### config.mk
export PLATFORM = sky130hd
export DESIGN_NAME = sorted_priority_queue
export DESIGN_NICKNAME = d
export VERILOG_FILES = /design/src/rtl/core/spq_pkg.sv /design/src/rtl/core/spq_ram.sv /design/src/rtl/core/spq_cmp.sv /design/src/rtl/core/sorted_priority_queue.sv
export SDC_FILE = /design/constraint.sdc
export NUM_CORES = 1
export LEC_CHECK = 0
export ABC_AREA = 1
export BUFFER_PORTS_ARGS = -buffer_cell sky130_fd_sc_hd__buf_2
export CORE_MARGIN = 5
export CORE_UTILIZATION = 66
export CTS_CLUSTER_DIAMETER = 30
export CTS_CLUSTER_SIZE = 16
export DETAILED_ROUTE_END_ITERATION = 10
export HOLD_SLACK_MARGIN = 0.15
export PLACE_DENSITY = 0.95
export SYNTH_ARGS = -nofsm -noshare
export SYNTH_HDL_FRONTEND = slang
export SYNTH_HIERARCHICAL = 1
export SYNTH_SLANG_ARGS = --single-unit
### constraint.sdc
create_clock -name clock -period 9 [get_ports clock]
set_input_delay 1.35 -clock clock [delete_from_list [all_inputs] [get_ports clock]]
set_output_delay 1.35 -clock clock [all_outputs]
set_load 0.03 [all_outputs]
### src/rtl/core/spq_pkg.sv
`default_nettype none

package spq_pkg;

   // Queue size and the widths that follow from it.
   localparam int Q_DEPTH = 8;
   localparam int CNT_W   = $clog2(Q_DEPTH + 1);
   localparam int ADDR_W  = $clog2(Q_DEPTH);
   localparam int VAL_W   = 32;
   localparam int OCC_W   = 4;

   // Request codes carried on the request tuser.
   typedef enum logic [1:0] {
      REQ_INSERT = 2'd0,
      REQ_DELETE = 2'd1,
      REQ_READ   = 2'd2
   } req_code_type;

   // Result status codes carried on the response tuser.
   typedef enum logic [1:0] {
      ST_OK        = 2'd0,
      ST_OVERFLOW  = 2'd1,
      ST_EMPTY     = 2'd2,
      ST_NOT_FOUND = 2'd3
   } status_type;

   // Outcome of the shared compare unit.
   typedef struct packed {
      logic ge;
      logic eq;
   } cmp_res_type;

endpackage

`default_nettype wire

### src/rtl/core/spq_ram.sv
`default_nettype none

module spq_ram #(
   parameter int WIDTH = 32,
   parameter int DEPTH = 8
) (
   input  wire logic                     clock,
   input  wire logic                     we,
   input  wire logic [$clog2(DEPTH)-1:0] waddr,
   input  wire logic [WIDTH-1:0]         wdata,
   input  wire logic                     re,
   input  wire logic [$clog2(DEPTH)-1:0] raddr,
   output logic      [WIDTH-1:0]         rdata
);

   logic [WIDTH-1:0] mem [DEPTH];

   // One write port and one registered read port; read data holds between reads.
   always_ff @(posedge clock) begin
      if (we) begin
         mem[waddr] <= wdata;
      end
      if (re) begin
         rdata <= mem[raddr];
      end
   end

endmodule

`default_nettype wire

### src/rtl/core/spq_cmp.sv
`default_nettype none

module spq_cmp
   import spq_pkg::*;
(
   input  wire logic signed [VAL_W-1:0] a,
   input  wire logic signed [VAL_W-1:0] b,
   output cmp_res_type                  res
);

   // Signed two's complement order and equality compare of the request value against one entry.
   always_comb begin
      res.ge = (a >= b);
      res.eq = (a == b);
   end

endmodule

`default_nettype wire

### src/rtl/core/sorted_priority_queue.sv
`default_nettype none

// Channel   Ports                 Word contents (lowest bit first)
// request   req_tvalid/tready     tdata: value[31:0]; tuser: req_type[1:0]
// response  rsp_tvalid/tready     tdata: data_out[31:0], occupancy[35:32], zero[39:36];
//                                 tuser: status[1:0]; tlast: is_last
//
// One request is in work at a time; req_tready is high only while the sequencer is idle.
// Insert moves entries down from the tail until it reaches a larger entry or the head; delete
// scans from the head for an equal entry and then moves each later entry up one place.
// Each step reads an entry first,
// because the single entry memory registers its read data.
// A read-out emits one word per entry, each loaded once the response register is free.
// Reset clears the state, count and response valid flag; the entry memory is not cleared.
// A stalled response holds in its register; the next request can still be taken.
module sorted_priority_queue
   import spq_pkg::*;
(
   input  wire logic        clock,
   input  wire logic        reset,
   input  wire logic        req_tvalid,
   output logic             req_tready,
   input  wire logic [31:0] req_tdata,  // value[31:0]
   input  wire logic [1:0]  req_tuser,  // req_type[1:0]
   output logic             rsp_tvalid,
   input  wire logic        rsp_tready,
   output logic [39:0]      rsp_tdata,  // data_out[31:0], occupancy[35:32], zero[39:36]
   output logic [1:0]       rsp_tuser,  // status[1:0]
   output logic             rsp_tlast   // is_last
);

   typedef enum logic [9:0] {
      S_IDLE     = 10'b00_0000_0001,
      S_INS_RD   = 10'b00_0000_0010,
      S_INS_CMP  = 10'b00_0000_0100,
      S_DEL_RD   = 10'b00_0000_1000,
      S_DEL_CMP  = 10'b00_0001_0000,
      S_SHF_RD   = 10'b00_0010_0000,
      S_SHF_WR   = 10'b00_0100_0000,
      S_OUT_RD   = 10'b00_1000_0000,
      S_OUT_WAIT = 10'b01_0000_0000,
      S_DONE     = 10'b10_0000_0000
   } state_type;

   state_type              state_ff, state_in;
   logic [CNT_W-1:0]       count_ff, count_in;
   logic [CNT_W-1:0]       idx_ff, idx_in;
   logic [VAL_W-1:0]       val_ff, val_in;
   status_type             status_ff, status_in;

   logic                   rsp_valid_ff, rsp_valid_in;
   logic [VAL_W-1:0]       rsp_data_ff, rsp_data_in;
   logic [OCC_W-1:0]       rsp_occ_ff, rsp_occ_in;
   logic                   rsp_last_ff, rsp_last_in;
   status_type             rsp_status_ff, rsp_status_in;

   logic                   ram_we;
   logic [ADDR_W-1:0]      ram_waddr;
   logic [VAL_W-1:0]       ram_wdata;
   logic                   ram_re;
   logic [ADDR_W-1:0]      ram_raddr;
   logic [VAL_W-1:0]       ram_rdata;
   cmp_res_type            cmp_res;

   logic                   req_accept;
   logic                   out_free;
   req_code_type           req_code;
   logic [CNT_W-1:0]       idx_dec;
   logic [CNT_W-1:0]       idx_inc;

   assign req_tready = (state_ff == S_IDLE);
   assign req_accept = req_tvalid && req_tready;
   assign out_free   = !rsp_valid_ff || rsp_tready;
   assign req_code   = req_code_type'(req_tuser);
   assign idx_dec    = idx_ff - CNT_W'(1);
   assign idx_inc    = idx_ff + CNT_W'(1);

   // Entry store and the shared compare unit.
   spq_ram #(
      .WIDTH (VAL_W),
      .DEPTH (Q_DEPTH)
   ) u_ram (
      .clock (clock),
      .we    (ram_we),
      .waddr (ram_waddr),
      .wdata (ram_wdata),
      .re    (ram_re),
      .raddr (ram_raddr),
      .rdata (ram_rdata)
   );

   spq_cmp u_cmp (
      .a   (val_ff),
      .b   (ram_rdata),
      .res (cmp_res)
   );

   // Sequencer: walks the entries one step at a time through the memory port.
   always_comb begin
      state_in      = state_ff;
      count_in      = count_ff;
      idx_in        = idx_ff;
      val_in        = val_ff;
      status_in     = status_ff;
      rsp_valid_in  = rsp_valid_ff && !rsp_tready;
      rsp_data_in   = rsp_data_ff;
      rsp_occ_in    = rsp_occ_ff;
      rsp_last_in   = rsp_last_ff;
      rsp_status_in = rsp_status_ff;
      ram_we        = 1'b0;
      ram_waddr     = idx_ff[ADDR_W-1:0];
      ram_wdata     = ram_rdata;
      ram_re        = 1'b0;
      ram_raddr     = idx_ff[ADDR_W-1:0];

      unique case (state_ff)
         S_IDLE: begin
            if (req_accept) begin
               val_in = req_tdata;
               unique case (req_code)
                  REQ_INSERT: begin
                     if (count_ff >= CNT_W'(Q_DEPTH)) begin
                        status_in = ST_OVERFLOW;
                        state_in  = S_DONE;
                     end else begin
                        idx_in   = count_ff;
                        state_in = S_INS_RD;
                     end
                  end
                  REQ_DELETE: begin
                     if (count_ff == '0) begin
                        status_in = ST_EMPTY;
                        state_in  = S_DONE;
                     end else begin
                        idx_in   = '0;
                        state_in = S_DEL_RD;
                     end
                  end
                  REQ_READ: begin
                     if (count_ff == '0) begin
                        status_in = ST_EMPTY;
                        state_in  = S_DONE;
                     end else begin
                        idx_in   = '0;
                        state_in = S_OUT_RD;
                     end
                  end
                  default: begin
                     // Unused code: dropped without a result.
                     state_in = S_IDLE;
                  end
               endcase
            end
         end

         // Insert: move smaller-or-equal entries down from the tail.
         S_INS_RD: begin
            if (idx_ff == '0) begin
               ram_we    = 1'b1;
               ram_wdata = val_ff;
               count_in  = count_ff + CNT_W'(1);
               status_in = ST_OK;
               state_in  = S_DONE;
            end else begin
               ram_re    = 1'b1;
               ram_raddr = idx_dec[ADDR_W-1:0];
               state_in  = S_INS_CMP;
            end
         end

         S_INS_CMP: begin
            ram_we = 1'b1;
            if (cmp_res.ge) begin
               ram_wdata = ram_rdata;
               idx_in    = idx_dec;
               state_in  = S_INS_RD;
            end else begin
               ram_wdata = val_ff;
               count_in  = count_ff + CNT_W'(1);
               status_in = ST_OK;
               state_in  = S_DONE;
            end
         end

         // Delete: scan from the head for the first equal entry.
         S_DEL_RD: begin
            if (idx_ff == count_ff) begin
               status_in = ST_NOT_FOUND;
               state_in  = S_DONE;
            end else begin
               ram_re   = 1'b1;
               state_in = S_DEL_CMP;
            end
         end

         S_DEL_CMP: begin
            if (cmp_res.eq) begin
               state_in = S_SHF_RD;
            end else begin
               idx_in   = idx_inc;
               state_in = S_DEL_RD;
            end
         end

         // Close the gap by moving later entries up one place.
         S_SHF_RD: begin
            if (idx_inc == count_ff) begin
               count_in  = count_ff - CNT_W'(1);
               status_in = ST_OK;
               state_in  = S_DONE;
            end else begin
               ram_re    = 1'b1;
               ram_raddr = idx_inc[ADDR_W-1:0];
               state_in  = S_SHF_WR;
            end
         end

         S_SHF_WR: begin
            ram_we    = 1'b1;
            ram_wdata = ram_rdata;
            idx_in    = idx_inc;
            state_in  = S_SHF_RD;
         end

         // Read-out: one entry per response word, highest first.
         S_OUT_RD: begin
            ram_re   = 1'b1;
            state_in = S_OUT_WAIT;
         end

         S_OUT_WAIT: begin
            if (out_free) begin
               rsp_valid_in  = 1'b1;
               rsp_data_in   = ram_rdata;
               rsp_occ_in    = OCC_W'(count_ff);
               rsp_last_in   = (idx_inc == count_ff);
               rsp_status_in = ST_OK;
               if (idx_inc == count_ff) begin
                  state_in = S_IDLE;
               end else begin
                  idx_in   = idx_inc;
                  state_in = S_OUT_RD;
               end
            end
         end

         // Single status word that ends insert, delete and empty read-out.
         S_DONE: begin
            if (out_free) begin
               rsp_valid_in  = 1'b1;
               rsp_data_in   = '0;
               rsp_occ_in    = OCC_W'(count_ff);
               rsp_last_in   = 1'b1;
               rsp_status_in = status_ff;
               state_in      = S_IDLE;
            end
         end

         default: begin
            state_in = S_IDLE;
         end
      endcase
   end

   // Control registers.
   always_ff @(posedge clock) begin
      if (reset) begin
         state_ff     <= S_IDLE;
         count_ff     <= '0;
         idx_ff       <= '0;
         rsp_valid_ff <= 1'b0;
      end else begin
         state_ff     <= state_in;
         count_ff     <= count_in;
         idx_ff       <= idx_in;
         rsp_valid_ff <= rsp_valid_in;
      end
   end

   // Payload registers.
   always_ff @(posedge clock) begin
      val_ff        <= val_in;
      status_ff     <= status_in;
      rsp_data_ff   <= rsp_data_in;
      rsp_occ_ff    <= rsp_occ_in;
      rsp_last_ff   <= rsp_last_in;
      rsp_status_ff <= rsp_status_in;
   end

   assign rsp_tvalid = rsp_valid_ff;
   assign rsp_tdata  = {4'b0000, rsp_occ_ff, rsp_data_ff};
   assign rsp_tuser  = rsp_status_ff;
   assign rsp_tlast  = rsp_last_ff;

   // The stored count never exceeds the queue size.
   a_count_bound: assert property (@(posedge clock) disable iff (reset)
      count_ff <= CNT_W'(Q_DEPTH))
      else $error("entry count above queue size");

   // The memory is never written while no request is in work.
   a_idle_no_write: assert property (@(posedge clock) disable iff (reset)
      (state_ff == S_IDLE) |-> !ram_we)
      else $error("entry write while idle");

   // The work index never exceeds the entry count.
   a_idx_bound: assert property (@(posedge clock) disable iff (reset)
      (state_ff != S_IDLE) |-> (idx_ff <= count_ff))
      else $error("work index beyond count");

   // The count moves by at most one per cycle.
   a_count_step: assert property (@(posedge clock) disable iff (reset)
      1'b1 |=> ((count_ff == $past(count_ff)) ||
                (count_ff == $past(count_ff) + CNT_W'(1)) ||
                (count_ff == $past(count_ff) - CNT_W'(1))))
      else $error("count jumped");

   // A new response word is loaded only when the register is free.
   a_no_overwrite: assert property (@(posedge clock) disable iff (reset)
      (rsp_valid_ff && !rsp_tready) |=> (rsp_valid_ff && $stable(rsp_data_ff)))
      else $error("pending response overwritten");

endmodule

`default_nettype wire

==> reports/qor.txt, run 1 <==
Setup TNS -> 0 ns
Width of the die -> 175 um
Seq/Total Area, Yosys -> 62.6%
CTS buffer count -> 73
Slew headroom -> 27.0%
Setup Buffers After CTS -> 0
Post-DP Area -> 18600 um2
Final Cycle Share -> 54.8%
Post-synth ARST share -> 0%
CTS root buf -> clkbuf_16
Worst hold start -> count_ff[0]
Hold Crit Depth -> 0
Clk buf depth -> 3
Syn_area_per_cell -> 9.67 um2
DP Wirelength -> 26900 um
Final Cell Area -> 21100 um2
IO buf count -> 78
Row cnt -> 60
Synth top area cells -> edfxtp_1 (60%), nand2_1 (11%), inv_1 (7.9%)
Crit path depth -> 18
GRT Overall Usage -> 34.3%
Syn Inst Count -> 1853
Worst path slowest cell -> dfxtp_1
Arr. time, crit path -> 5.39 ns
Critical path endpoint category -> flip-flop
Unique masters post-synth -> 46
Status -> completed
Setup Skew -> 0.0316 ns
RSZ-0062 raised after global routing -> no
Layout cells sized above 1 -> 13.6%
Final Slew Violations -> 0
Die area -> 30500 um2
Synth Flop Type -> edfxtp_1
Power per standard cell area -> 278 nW/um2
I/O Pins -> 83
R2R depth -> 18
Initial detailed-routing violation count -> 2823
Core footprint -> 26900 um2
Post-layout net count -> 2041
GRT overflow -> 0
H-tree levels -> 3
P_leak -> 9.63 nW
Reg2reg start -> idx_ff[0]
Critical path type -> reg2reg
Hold Path End -> rsp_occ_ff[0]
Placed Instances -> 2228
Starting Density -> 66.7%
Critical Path Start -> idx_ff[0]
Routed WL per cell -> 22.5 um
Crit-path cells -> inv_2, ha_1, inv_1, nand2_1, nand4_1, nor2_2, nand2_2, nand2_4, nand2_2, xor2_4, buf_4, clkinv_2, buf_4, nand2_1, nand3_1, nand2_1, nand2_1, nand2_1
Cell taking the most area after synthesis -> edfxtp_1
CTS tree -> done
DRC violations left -> 0
Yosys top cell area share -> 60.5%
Post-route ant nets -> 0
Reported max-cap violation count -> 0
Adder-cell share of the synthesized area -> 2.90%
Drt via density -> 6.18
Yosys warns -> 6
First-pass GRT wire length -> 81000 um
CP most frequent cell -> nand2_1
Die H -> 175 um
Maximum clock rate -> 203 MHz
Final setup vio count -> 0
Crit start category -> flip-flop
Multiplexer share of the synthesized area -> 0%
Final WL -> 53200 um
EDFF count, synth -> 361
Final core occ -> 78.4%
Synth Area in Compound Gates -> 2.24%
Peak supply drop -> 0.000206 V
Post-synthesis simple-gate area fraction -> 21.4%
Crit path max-delay family -> buffers and inverters
Worst path required time -> 9.45 ns
Post-synthesis register bit count -> 380
Non-filler cells, final -> 2359
Final GP Congestion -> 0.916
Layout area overhead -> 17.5%
Largest net degree at the start of global routing -> 98
CP max stage delay -> 0.67 ns
Largest family of logic cells by synthesized area -> simple AND/OR/NAND/NOR gates
Drt first pass iters -> 7
Synth Area in XOR/XNOR -> 0.391%
HP Class -> reg2reg
Number of global-route vias before repair -> 15000
Final Hold Viols -> 0
# diodes -> 0
Worst-Margin Slew -> 1.10 ns
R2R Setup Slk -> 4.07 ns
Hold Buf Count CTS -> 0
Vias after detailed routing -> 14600
Reg2reg end -> u_ram/rdata[11]
Synth Cell Area -> 17900 um2
Clk_lat worst skew -> 0.59 ns
Clk sinks -> 380
Tot Pwr -> 5.85 mW
Worst Path Buf+Inv -> 5
Initial antenna violation count -> 0
Crit Path Max Fanout -> 97
Clock-pin slew on the worst setup and hold paths -> 0.05 ns
Min cycle time layout -> 4.93 ns
Post-CTS sizing -> 0
state kept, by name, indices dropped and copies added (netlist names), 4 cells and up:
signal,cells
rsp_occ_ff,4
rsp_data_ff,32
state_ff,10
idx_ff,4
count_ff,4
u_ram/mem,256
val_ff,32
u_ram/rdata,32
per-layer routing:
metal | vias to the layer above | share of wire (%) | GRT usage [%]
li1 | 6120 | - | -
met1 | 6592 | 32 | 41.0
met2 | 1464 | 47 | 55.8
met3 | 401 | 13 | 8.35
met4 | 0 | 7.7 | 22.2
met5 | - | 0 | 0
synthesized netlist by cell type, types with 4 or more instances:
| cell type | n |
|---|---|
| o21ai_0 | 15 |
| o21ai_1 | 26 |
| nand2_1 | 536 |
| xnor2_1 | 4 |
| inv_1 | 377 |
| nand4_1 | 10 |
| nor2_1 | 104 |
| clkbuf_1 | 11 |
| nor2_2 | 9 |
| nor2_4 | 5 |
| buf_2 | 25 |
| nand2_2 | 9 |
| nor3_1 | 5 |
| ha_1 | 40 |
| xor2_1 | 4 |
| buf_1 | 5 |
| nand3_1 | 199 |
| nand3_2 | 5 |
| inv_2 | 11 |
| dfxtp_1 | 19 |
| edfxtp_1 | 361 |
| buf_4 | 13 |
| buf_6 | 12 |
| a21oi_1 | 21 |
layout make-up:
type	instances	area [um2]
Clock inverter	50	596
Tap cell	341	427
Fill cell	1380	5820
Timing Repair Buffer	97	533
Inverter	389	1460
Sequential cell	380	11200
Multi-Input combinational cell	1021	4940
Clock buffer	81	1880
cells in the final DEF, fill, tap and decap left out, types with 11 or more instances in the layout:
cell	instances
o21ai_0	14
clkbuf_16	74
nand2_1	535
nor2_1	94
ha_1	40
nor2_4	15
dfxtp_1	19
edfxtp_1	361
inv_1	377
a21oi_1	21
buf_4	19
nand3_1	199
o21ai_1	26
buf_2	78
clkinv_2	11
through the flow:
step	hold WS [ns]	setup WS (ns)
after floorplan	0.496	5.65
after global placement	0.537	4.89
after detailed placement	0.552	4.51
after CTS	0.559	4.33
after global routing	0.575	3.90
final	0.559	4.07
how the worst max path moves through the flow:
stage	slack [ns]	endpoint
CTS	4.33	u_ram/rdata[21]
global placement	4.89	u_ram/rdata[17]
floorplan	5.65	rsp_data_ff[0]
detailed placement	4.51	u_ram/rdata[8]
global route	3.90	u_ram/rdata[21]
finish	4.07	u_ram/rdata[11]
report_power, final:
part | total (mW) | internal, mW | switching [mW]
Sequential | 2.05 | 2.01 | 0.0440
Combinational | 1.03 | 0.264 | 0.764
Clock | 2.77 | 1.80 | 0.962
Total | 5.85 | 4.08 | 1.77
kinds of logic (layout without fill, tap and decap cells):
kind of cell / count (synthesis) / after routing
AND/OR/NAND/NOR: 894 / 894
XOR/XNOR: 8 / 8
other: 1 / 4
buffers and inverters: 455 / 617
AO/OA/AOI/OAI: 74 / 74
adder cells (fa/ha/maj): 41 / 41
flip-flops: 380 / 380
Power figures use the tool's default switching activity.
==> run 2, diff against run 1 <==
Settings changed: CORE_UTILIZATION 66 to 56, PLACE_DENSITY 0.95 to 0.88.
Clock period 9 ns to 4.5 ns, I/O delays scaled along.
==> run 2 against run 1 <==
Sequential share of layout area is essentially flat. Register-to-register slack got worse by 3.3 ns. Power rose by 91%. Critical endpoint is now u_ram/rdata[8]. Die area grew 17%. Wire length is 11% lower. Setup slack worse by 3.3 ns. Largest power group unchanged. Critical path type unchanged. Critical path depth is 1 lower. Combinational power rose by 93%. Via count shrank 6.4%. Clock power up 83%. Core utilization decreased by 12 points. Non-clock buffer count rose by 2.
==> reports/qor.txt, run 2 (same netlist as run 1, synthesis figures left out) <==
Number of global-route vias before repair -> 14100 (-6.0%)
Initial detailed-routing violation count -> 1746 (-38%)
Switching share of power -> 30.5% (+0.26 points)
RSZ-0062 raised after global routing -> no
Drt first pass iters -> 5 (-2)
Final GP Congestion -> 0.903 (-1.5%)
Worst path required time -> 4.93 ns (-4.52 ns)
Clk sinks -> 380 (unchanged)
Peak supply drop -> 0.000344 V (+67%)
Reg2reg end -> u_ram/rdata[8]
R2R Setup Slk -> 0.74 ns (-3.33 ns)
CTS buffer count -> 69 (-5.5%)
P_leak -> 9.57 nW (-0.56%)
Post-route ant nets -> 0 (unchanged)
Final Cycle Share -> 83.6% (+29 points)
Worst Slack Setup Final -> 0.739 ns (-3.33 ns)
Vias after detailed routing -> 13600 (-6.4%)
Arr. time, crit path -> 4.19 ns (-1.20 ns)
Width of the die -> 189 um (+8.1%)
Critical path endpoint category -> flip-flop
Drt via density -> 5.64 (-8.8%)
Layout area overhead -> 17.5% (about the same)
Share of total power in combinational logic -> 17.8% (+0.2 points)
Clock-pin slew on the worst setup and hold paths -> 0.05 ns (about the same)
Crit start category -> flip-flop
HP Class -> in2reg
Slew headroom -> 14.3% (-13 points)
Area occupied by multi-input gates -> 4940 um2 (unchanged)
Reported max-cap violation count -> 0 (unchanged)
Post-layout net count -> 2039 (-0.098%)
Filler cell count -> 2135 (+55%)
Worst slack, placed -> 0.949 ns (-3.57 ns)
CP max stage delay -> 0.67 ns (about the same)
Hold Path End -> val_ff[23]
Clock share of power -> 45.5% (-1.8 points)
Layout cells sized above 1 -> 13.4% (-0.19 points)
Row cnt -> 65 (+8.3%)
GRT overflow -> 0 (unchanged)
Final Hold Viols -> 0 (unchanged)
Net Sw Power -> 3.41 mW (+93%)
FF/Latch Area -> 11200 um2 (unchanged)
Min cycle time layout -> 3.76 ns (-1.17 ns)
Setup Skew -> 0.0490 ns (+0.0174 ns)
Final Slew Violations -> 0 (unchanged)
Setup TNS -> 0 ns (unchanged)
IO buf count -> 78 (unchanged)
Max reg flops -> 256 (unchanged)
Status -> completed
Starting Density -> 56.8% (-9.9 points)
Worst path slowest cell -> dfxtp_1
Die H -> 189 um (+8.1%)
DP Wirelength -> 26200 um (-2.7%)
GRT Overall Usage -> 26.7% (-7.6 points)
Most flops, register -> u_ram/mem
Clk_lat worst skew -> 0.59 ns (about the same)
Worst hold start -> req_tdata[23]
R2R depth -> 17 (-1)
Initial antenna violation count -> 0 (unchanged)
CTS tree -> done
Seq pwr share -> 36.7% (+1.6 points)
Crit-path cells -> inv_2, ha_1, inv_1, nand2_1, nand4_1, nor2_2, nand2_2, nand2_4, nand2_2, xor2_4, clkinv_2, buf_4, nand2_1, nand3_1, nand2_1, nand2_1, nand2_1
Core footprint -> 31600 um2 (+17%)
Hold Crit Depth -> 1 (+1)
Final Cell Area -> 21100 um2 (about the same)
# diodes -> 0 (unchanged)
First-pass GRT wire length -> 74000 um (-8.6%)
Final WL -> 47600 um (-11%)
Setup Buffers After CTS -> 0 (unchanged)
Post-DP Area -> 18700 um2 (+0.76%)
H-tree levels -> 3 (unchanged)
I/O Pins -> 83 (unchanged)
Post-CTS sizing -> 0 (unchanged)
Leading cell type in the layout, fill and taps excluded -> nand2_1
Final setup vio count -> 0 (unchanged)
CP most frequent cell -> nand2_1
Power per standard cell area -> 531 nW/um2 (+91%)
Maximum clock rate -> 266 MHz (+31%)
Clk buf depth -> 3 (unchanged)
DRC violations left -> 0 (unchanged)
Reg2reg start -> idx_ff[0]
Most frequent cells in the layout -> nand2_1 (535), inv_1 (377), edfxtp_1 (361), nand3_1 (199), nor2_1 (94)
Critical path type -> reg2reg
Worst-Margin Slew -> 1.28 ns (+0.187 ns)
Die area -> 35700 um2 (+17%)
Crit Path Max Fanout -> 28 (-71%)
Routed WL per cell -> 19.7 um (-13%)
Cell Int Power -> 7.77 mW (+90%)
Hold Buf Count CTS -> 0 (unchanged)
Largest net degree at the start of global routing -> 129 (+32%)
CTS root buf -> clkbuf_16
-- run 2: cell types whose count changed in the layout (fill, tap and decap cells not counted), moves of 2 or more --
cell / previous run / this run
buf_12: 0 / 4
buf_4: 19 / 17
bufinv_16: 10 / 5
clkbuf_16: 74 / 69
clkinv_1: 8 / 10
clkinv_16: 0 / 2
clkinv_2: 11 / 6
clkinv_4: 4 / 11
inv_16: 0 / 2
inv_6: 9 / 7
inv_8: 1 / 3
-- run 2: cell type report --
| type | instances | area share [%] |
|---|---|---|
| well taps | 402 | 2.39 |
| inverters | 389 | 6.94 |
| clock inverters | 51 | 2.71 |
| multi-input cells | 1021 | 23.5 |
| clock buffers | 77 | 8.34 |
| flip-flops and latches | 380 | 53.3 |
| repair buffers | 99 | 2.84 |
-- run 2: worst max path at each step --
stage,start,end,slack [ns],cells past startpoint
floorplan,state_ff[4],u_ram/mem[1][0],1.45,8
global placement,idx_ff[0],u_ram/rdata[10],1.01,17
detailed placement,idx_ff[0],u_ram/rdata[10],0.95,17
CTS,idx_ff[0],u_ram/rdata[8],0.81,17
global route,val_ff[15],u_ram/mem[2][3],0.49,11
finish,idx_ff[0],u_ram/rdata[8],0.74,17
-- run 2: worst max-delay path, delay by kind of cell (launching register included) --
kind | cells | cell delay (ns)
and+or+nand+nor | 11 | 1.25
buffers and inverters | 4 | 1.06
DFF | 1 | 0.67
adders and majority gates | 1 | 0.33
xor gates and xnor gates | 1 | 0.30
-- run 2: layer usage --
metal / share of wire [%] / track usage [%] / vias up / wire length, um
met5: 0 / 0 / - / 0
met4: 5.5 / 14.7 / 0 / 2610
met3: 11 / 5.68 / 233 / 5340
met2: 48 / 44.9 / 980 / 23000
met1: 35 / 32.4 / 6303 / 16600
li1: - / - / 6121 / -
-- run 2: power by group through the flow --
stage                     sequential (mW)  combinational, mW  clock, mW
after global placement               4.17               1.80          0
after detailed placement             4.17               1.87          0
after CTS                            4.10               1.94       5.12
after global routing                 4.11               2.16       5.31
after floorplan                      4.18               1.37          0
final                                4.11               1.99       5.08
-- run 2: per-stage QoR --
step                cells  power [mW]  hold WS (ns)  utilization [%]
finish               2419        11.2         0.260             66.7
detailed placement   2291        6.04         0.540             59.3
global route         2419        11.6         0.250             66.7
CTS                  2419        11.2         0.248             66.7
global placement     2291        5.97         0.543             59.3
floorplan            1856        5.55         0.496                -
